===== config.mk =====
export PLATFORM = sky130hd
export DESIGN_NAME = mbl_stage
export DESIGN_NICKNAME = d
export VERILOG_FILES = /design/src/mbl_pkg.sv /design/src/mbl_cell.sv /design/src/mbl_stage.sv
export SDC_FILE = /design/constraint.sdc
export NUM_CORES = 2
export LEC_CHECK = 0
export BUFFER_PORTS_ARGS = -buffer_cell sky130_fd_sc_hd__buf_2
export CAP_MARGIN = 10
export CORE_MARGIN = 1
export CORE_UTILIZATION = 40
export DETAILED_ROUTE_END_ITERATION = 6
export SYNTH_ARGS = -nofsm -noshare
export SYNTH_HDL_FRONTEND = slang
export SYNTH_SLANG_ARGS = --single-unit

===== constraint.sdc =====
create_clock -name clk -period 8.7 [get_ports clk]
set_clock_uncertainty 0.2 [all_clocks]
set_input_delay 0.435 -clock clk [delete_from_list [all_inputs] [get_ports clk]]
set_output_delay 0.435 -clock clk [all_outputs]
set_load 0.02 [all_outputs]

===== src/mbl_pkg.sv =====
// Shared types and constants for the morphological baseline block.
package mbl_pkg;

  localparam int HW_BITS    = 5;
  localparam int APB_DW     = 32;
  localparam int PADDR_BITS = 3;

  localparam logic [HW_BITS-1:0] HALF_WINDOW_RESET = 5'd10;
  localparam logic               REG_HALF_WINDOW   = 1'b0;

  typedef struct packed {
    logic live;
    logic first;
    logic last;
  } tag_t;

endpackage


===== src/mbl_cell.sv =====
// One window cell: running min and max over its lag span, plus a tag and raw sample tap.
module mbl_cell #(
  parameter int SB = 16
) (
  input  logic                 clk,
  input  logic                 rst_n,
  input  logic                 adv,
  input  logic                 clear,
  input  logic                 restart,
  input  logic signed [SB-1:0] lo_push,
  input  logic signed [SB-1:0] hi_push,
  input  logic signed [SB-1:0] lo_prev,
  input  logic signed [SB-1:0] hi_prev,
  input  logic signed [SB-1:0] raw_prev,
  input  mbl_pkg::tag_t        tag_prev,
  output logic signed [SB-1:0] lo_r,
  output logic signed [SB-1:0] hi_r,
  output logic signed [SB-1:0] raw_r,
  output mbl_pkg::tag_t        tag_r
);

  logic signed [SB-1:0] lo_nxt;
  logic signed [SB-1:0] hi_nxt;

  always_comb begin
    if (restart) begin
      lo_nxt = lo_push;
      hi_nxt = hi_push;
    end else begin
      lo_nxt = (lo_push < lo_prev) ? lo_push : lo_prev;
      hi_nxt = (hi_push > hi_prev) ? hi_push : hi_prev;
    end
  end

  always_ff @(posedge clk) begin
    if (!rst_n || clear) begin
      tag_r <= '0;
    end else if (adv) begin
      tag_r <= tag_prev;
    end
  end

  always_ff @(posedge clk) begin
    if (adv) begin
      lo_r  <= lo_nxt;
      hi_r  <= hi_nxt;
      raw_r <= raw_prev;
    end
  end

endmodule


===== src/mbl_stage.sv =====
// Chain of window cells giving a centred clipped min and max over 2w+1 positions.
module mbl_stage #(
  parameter int SB       = 16,
  parameter int MAX_HALF = 16
) (
  input  logic                                 clk,
  input  logic                                 rst_n,
  input  logic                                 adv,
  input  logic                                 clear,
  input  logic [$clog2(MAX_HALF+1)-1:0]        w,
  input  mbl_pkg::tag_t                        in_tag,
  input  logic signed [SB-1:0]                 in_lo,
  input  logic signed [SB-1:0]                 in_hi,
  input  logic signed [SB-1:0]                 in_raw,
  output mbl_pkg::tag_t                        out_tag,
  output logic signed [SB-1:0]                 out_lo,
  output logic signed [SB-1:0]                 out_hi,
  output logic signed [SB-1:0]                 out_raw
);

  localparam int D  = 2*MAX_HALF + 1;
  localparam int IB = $clog2(D);
  localparam logic signed [SB-1:0] PAD_LO = {1'b0, {(SB-1){1'b1}}};
  localparam logic signed [SB-1:0] PAD_HI = {1'b1, {(SB-1){1'b0}}};

  logic signed [SB-1:0] cell_lo  [D];
  logic signed [SB-1:0] cell_hi  [D];
  logic signed [SB-1:0] cell_raw [D];
  mbl_pkg::tag_t        cell_tag [D];

  logic signed [SB-1:0] lo_push;
  logic signed [SB-1:0] hi_push;
  logic                 restart;
  logic [IB-1:0]        centre_idx;
  logic [IB-1:0]        edge_idx;

  assign lo_push    = in_tag.live ? in_lo : PAD_LO;
  assign hi_push    = in_tag.live ? in_hi : PAD_HI;
  assign restart    = in_tag.live && in_tag.first;
  assign centre_idx = IB'(w);
  assign edge_idx   = IB'({w, 1'b0});

  genvar i;
  generate
    for (i = 0; i < D; i++) begin : g_cell
      if (i == 0) begin : g_head
        mbl_cell #(.SB(SB)) u_cell (
          .clk      (clk),
          .rst_n    (rst_n),
          .adv      (adv),
          .clear    (clear),
          .restart  (restart),
          .lo_push  (lo_push),
          .hi_push  (hi_push),
          .lo_prev  (lo_push),
          .hi_prev  (hi_push),
          .raw_prev (in_raw),
          .tag_prev (in_tag),
          .lo_r     (cell_lo[i]),
          .hi_r     (cell_hi[i]),
          .raw_r    (cell_raw[i]),
          .tag_r    (cell_tag[i])
        );
      end else begin : g_body
        mbl_cell #(.SB(SB)) u_cell (
          .clk      (clk),
          .rst_n    (rst_n),
          .adv      (adv),
          .clear    (clear),
          .restart  (restart),
          .lo_push  (lo_push),
          .hi_push  (hi_push),
          .lo_prev  (cell_lo[i-1]),
          .hi_prev  (cell_hi[i-1]),
          .raw_prev (cell_raw[i-1]),
          .tag_prev (cell_tag[i-1]),
          .lo_r     (cell_lo[i]),
          .hi_r     (cell_hi[i]),
          .raw_r    (cell_raw[i]),
          .tag_r    (cell_tag[i])
        );
      end
    end
  endgenerate

  assign out_tag = cell_tag[centre_idx];
  assign out_raw = cell_raw[centre_idx];
  assign out_lo  = cell_lo[edge_idx];
  assign out_hi  = cell_hi[edge_idx];

endmodule


# ---- Word level (Yosys, flattened, before mapping)
# Cells that the tools add are included.
# Widths: inputs -> output; s select.
dict set report classes {
  magnitude_cmp 66
  n_mux 142
  bitwise 2
  reduce_logical 3
}
# cell count
set op_table {}
lappend op_table {{$mux 16} 136}
lappend op_table {{$gt 16x16->1} 32}
lappend op_table {{$lt 16x16->1} 32}
lappend op_table {{$bmux 16 s6} 3}
lappend op_table {{$bmux 3 s6} 1}
lappend op_table {{$ge 7x7->1 const B} 2}
lappend op_table {{$not 5->7} 1}
lappend op_table {{$not 6->7} 1}
lappend op_table {{$mux 3} 2}
lappend op_table {{$logic_and 1x1->1} 1}
lappend op_table {{$logic_not 1->1} 1}
lappend op_table {{$logic_or 1x1->1} 1}
dict set report totals {
  ff_bits 1683
  out_inout_bits 51
  elab_cells 411
}

# ---- Logic depth before layout (Yosys ltp)
dict set report logic_depth {
  ltp_word 4
  depth_mapped 16
  depth_no_buf 10
}

# ---- By module
# A second synthesis with hierarchy kept.
dict set report unflattened {
  hier_cells 7971
  area_unflattened_um2 106116.8
}
# module n_inst cells_each area_each_um2 seq_area_each_um2
set by_module_without_submodules {}
lappend by_module_without_submodules {{mbl_cell (g_cell[0].g_head.u_cell ...)} 30 208 2902.8 1501.4}
lappend by_module_without_submodules {mbl_stage 1 833 9205.1 0.0}
lappend by_module_without_submodules {{mbl_cell (g_cell[7].g_body.u_cell)} 1 347 3499.6 1501.4}
lappend by_module_without_submodules {{mbl_cell (g_cell[9].g_body.u_cell)} 1 345 3452.1 1501.4}
lappend by_module_without_submodules {{mbl_cell (g_cell[8].g_body.u_cell)} 1 206 2876.5 1501.4}

# ---- Least setup slack after synthesis
# Ideal clock, no wire load.
dict set report synth_timing {
  kind {input to register}
  startpoint {input in_tag[2] (netlist bit)}
  endpoint {register g_cell[24].g_body.u_cell.hi_r[14] (data pin)}
  setup_ps 261
  arrival_time_ps 4224
  path_slack_ps 4015
  cell_stages 14
  n_path_buf 4
  path_cell_list {buf_2 -> clkbuf_1 -> nand2_1 -> clkbuf_1 -> inv_1 -> clkbuf_1 -> ha_1 -> and3_1 -> a221oi_1 -> a21oi_1 -> a211o_1 -> mux2i_4 -> nor2_2 -> mux2_2}
}
dict set report synth_via {
  elab_chain_cells 4
}
# element line_no
set synth_rtl {}
lappend synth_rtl {{start, declared} mbl_stage.sv:11} ;# input mbl_pkg::tag_t in_tag,
lappend synth_rtl {{$mux 16} mbl_stage.sv:38} ;# assign hi_push = in_tag.live ? in_hi : PAD_HI;
lappend synth_rtl {{net g_cell[0].g_head.u_cell.hi_nxt[8]} mbl_cell.sv:23} ;# logic signed [SB-1:0] hi_nxt;
lappend synth_rtl {{$gt 16x16->1} mbl_cell.sv:31} ;# hi_nxt = (hi_push > hi_prev) ? hi_push : hi_prev;
lappend synth_rtl {{$mux 16} mbl_cell.sv:31}
lappend synth_rtl {{$mux 16} mbl_cell.sv:26} ;# if (restart) begin
lappend synth_rtl {{net g_cell[24].g_body.u_cell.hi_nxt[14]} mbl_cell.sv:23}
lappend synth_rtl {{end signal, assigned} mbl_cell.sv:46} ;# hi_r <= hi_nxt;
lappend synth_rtl {{end, declared} mbl_cell.sv:17} ;# output logic signed [SB-1:0] hi_r,
# The timed path passes the listed nets, and every way through them passes these cells.
# A chain may end at the register's enable or synchronous reset.

# ---- Final worst setup path
dict set report layout_timing {
  startpoint {input in_tag[2] (netlist bit)}
  endpoint {register g_cell[6].g_body.u_cell.lo_r[15] (data pin)}
}
dict set report layout_via {
  elab_chain_cells 4
}
# element line_no
set layout_rtl {}
lappend layout_rtl {{$mux 16} mbl_stage.sv:37} ;# assign lo_push = in_tag.live ? in_lo : PAD_LO;
lappend layout_rtl {{$lt 16x16->1} mbl_cell.sv:30} ;# lo_nxt = (lo_push < lo_prev) ? lo_push : lo_prev;
lappend layout_rtl {{$mux 16} mbl_cell.sv:30}
lappend layout_rtl {{$mux 16 *} mbl_cell.sv:26}
lappend layout_rtl {{net g_cell[6].g_body.u_cell.lo_nxt[15]} mbl_cell.sv:22} ;# logic signed [SB-1:0] lo_nxt;
lappend layout_rtl {{end signal, assigned} mbl_cell.sv:45} ;# lo_r <= lo_nxt;
lappend layout_rtl {{end, declared} mbl_cell.sv:16} ;# output logic signed [SB-1:0] lo_r,
# The timed path passes the listed nets; every way through them passes the cells marked *.

==> impl_metrics.tcl <==
set metrics [dict create \
    synth_seq_area_share_pct 50.3 \
    num_vias 67900 \
    io_buffers 110 \
    yosysTopAreaCell "edfxtp_1" \
    power_density_nw_per_um2 217 \
    place_congestion 0.930 \
    wire_per_inst_um 26.5 \
    synth_top_family_by_area "compound AO/OA/AOI/OAI gates" \
    place_hpwl_um 197000 \
    synth_edf_count 1568 \
    layout-drive-gt1-share_pct 13.0 \
    fp.dieH_um 496 \
    tightest_slew_ps 1240 \
    nets 8933 \
    drv_slew 0 \
    grt_pass1_wl_um 441000 \
    final_common_cell "edfxtp_1" \
    crit_path_start_kind "input pin" \
    clock-sinks 1664 \
    status "finished, violations left" \
    finalSetupViolations 0 \
    synth_fa_ha_area_share_pct 12.4 \
    syn_nets 8899 \
    fp.dieW_um 496 \
    timing.final.ws_setup_ps 3500 \
    start_util_pct 40.4 \
    syn_area_um2 97400 \
    clock_path_buffers 3 \
    finalCritPeriodShare_pct 59.8 \
    async_reset_ff_share_pct 0 \
    fill_cells 21800 \
    grt_overflow_total 0 \
    hold_viol 0 \
    cp.arrival_ps 5540 \
    pwr-share-seq_pct 44.4 \
    cts.repair.resized 0 \
    finalSetupTns_ps 0 \
    cts_made_buffers 188 \
    totalWireLength_um 298000 \
    cp_max_fo 34 \
    cp.required_ps 9040 \
    rsz0062_at_grt "no" \
    period_needed_ps 5200 \
    synthTopCellsByArea "edfxtp_1 48%, ha_1 12%, mux4_2 8.1%, inv_1 4.2%, a2bb2oi_1 2.2%" \
    coreArea_um2 241000 \
    pwr-share-comb_pct 20.7 \
    worstSetupPathType "in2reg" \
    violations "DRC" \
    switching_share_pct 29.8 \
    yosys.area_share.simple_pct 5.98 \
    max_cap_violations 0 \
    synth-warning-count 0 \
    grt_pass1_vias 67000 \
    avgSynthCellArea_um2 12.4 \
    r2r_slack_ps 4890 \
    cts_root_buf "clkbuf_16" \
    syn2layout_area_growth_pct 10.8 \
    hp-class "in2reg" \
    design.die.area_um2 246000 \
    ys_seq_elements 1664 \
    drtIter0Drc 7445 \
    cts-htree-levels 4 \
    ir_worst_vdd_mv 0.200 \
    leakagePower_nw 44.1 \
    via_per_inst 6.03 \
    intPower_mw 16.5 \
    ys.flop_type "edfxtp_1" \
    antenna_found_initial 12 \
    placementRows 180 \
    clkTransAtPathRegs_ps 60 \
    pwr-share-clk_pct 34.9 \
    synthCells 7879 \
    dr.pass1.iters 7 \
    drtAntennaViolNets 0 \
    synth_top_area_share_pct 48.3 \
    p_switching_mw 7.00 \
    post-place-ws_ps 2740 \
    drc_errors 2 \
    clock_latency_ps 840 \
    synth_xor_area_share_pct 0.270 \
    end_kind "flip-flop" \
    synth_compound_area_share_pct 14.2 \
    grt_max_degree 172 \
    gr-usage-all-layers_pct 24.0 \
    ios 111 \
    slew_headroom_pct 16.8 \
    yosys.cell_types.count 81 \
    synthMuxAreaShare_pct 10.8 \
    fmax_ghz 0.192 \
    cts_tree "built" \
    mostFrequentLayoutCells "1568 x edfxtp_1, 1068 x inv_1, 960 x ha_1" \
]
cells by family (layout without fill, tap and decap cells):
| group | after synthesis | count (layout) |
|---|---|---|
| xor+xnor | 30 | 30 |
| compound gates | 1911 | 1911 |
| mux | 577 | 577 |
| flops | 1664 | 1664 |
| buf+inv | 1516 | 1714 |
| simple gates | 1218 | 1218 |
| fa+ha+maj | 963 | 963 |
| other cells | 0 | 2 |
routing by layer:
metal | vias up | track usage (%) | share of wire [%]
li1 | 30100 | - | -
met1 | 34100 | 32.4 | 42
met2 | 3063 | 37.7 | 45
met3 | 668 | 4.31 | 8.3
met4 | 10 | 10.2 | 4.6
met5 | - | 0 | 0.023
per-stage QoR:
step	std cells	power, mW	instance area [um^2]	hold WS [ps]	util, %
finish	11300	23.5	108000	53.5	44.7
global route	11300	24.4	108000	45.1	44.7
CTS	11300	23.5	108000	1.04	44.7
detailed placement	10900	15.3	101000	228	42.0
global placement	10900	15.2	101000	224	42.0
floorplan	7879	13.6	97400	221	-
flip-flops by register name (all words and copies together) (netlist names):
name                        flops
g_cell.g_body.u_cell.hi_r     512
g_cell.g_head.u_cell.lo_r      16
g_cell.g_head.u_cell.hi_r      16
g_cell.g_body.u_cell.tag_r     93
g_cell.g_body.u_cell.raw_r    496
g_cell.g_body.u_cell.lo_r     512
g_cell.g_head.u_cell.raw_r     16
g_cell.g_head.u_cell.tag_r      3
worst max-delay path, stage by stage:
cell and delay, ps:
buf_2 420, buf_4 510, nor2b_2 230, buf_4 310, inv_2 320, buf_4 370
ha_1 330, o21ai_0 80, a31oi_1 140, nor3_1 60, o31ai_1 360, a211o_1 790
mux2i_2 880, o311ai_0 210
synthesized netlist by cell type, types with 24 or more instances:
cell type / instances
a22o_1: 57
dfxtp_1: 96
xnor2_1: 30
o311a_1: 30
edfxtp_1: 1568
nor2b_1: 76
a2bb2oi_1: 240
o32ai_1: 78
o211ai_1: 30
a21o_1: 177
ha_1: 960
nor3_1: 48
o21ai_0: 335
mux2i_1: 129
buf_1: 45
nand2b_1: 26
a211o_1: 30
nor2_1: 329
a31oi_1: 36
nand2_1: 409
mux2_2: 61
o21bai_1: 24
o21a_1: 49
mux4_2: 350
buf_2: 76
nand3_1: 43
inv_1: 1094
and4_1: 43
o221ai_1: 26
a21oi_1: 294
and3_1: 33
clkbuf_1: 278
nand4_1: 120
o22a_1: 230
o2bb2ai_1: 119
layout make-up:
cell class	instances	area [um^2]	share of cell area, %
clock inverters	112	1290	1.20
repair buffers	263	1960	1.82
flip-flops and latches	1664	49000	45.4
clock buffers	242	4980	4.61
multi-input cells	4699	42600	39.5
diodes	2	5.00	0.00463
inverters	1097	4120	3.82
well taps	3185	3990	3.69
power groups by stage:
| stage | combinational [mW] | sequential [mW] | clock [mW] |
|---|---|---|---|
| final | 4.85 | 10.4 | 8.19 |
| after global routing | 5.30 | 10.5 | 8.62 |
| after CTS | 4.79 | 10.4 | 8.34 |
| after detailed placement | 4.75 | 10.5 | 0 |
| after global placement | 4.61 | 10.6 | 0 |
| after floorplan | 3.38 | 10.2 | 0 |
timing repair:
action | 4_1_cts | 5_1_grt
setup buffers | 0 | 0
hold buffers | 24 | 0
endpoints found under the hold margin | 139 | 0
path summary, 6_finish.rpt:
path	from	to	cells past startpoint
max reg2reg	g_cell[6].g_body.u_cell.lo_r[15]	g_cell[7].g_body.u_cell.lo_r[15]	7
min	in_hi[0]	g_cell[17].g_body.u_cell.hi_r[0]	3
min reg2reg	g_cell[29].g_body.u_cell.raw_r[15]	g_cell[30].g_body.u_cell.raw_r[15]	0
max	in_tag[2]	g_cell[6].g_body.u_cell.lo_r[15]	14
Power figures use the tool's default switching activity.
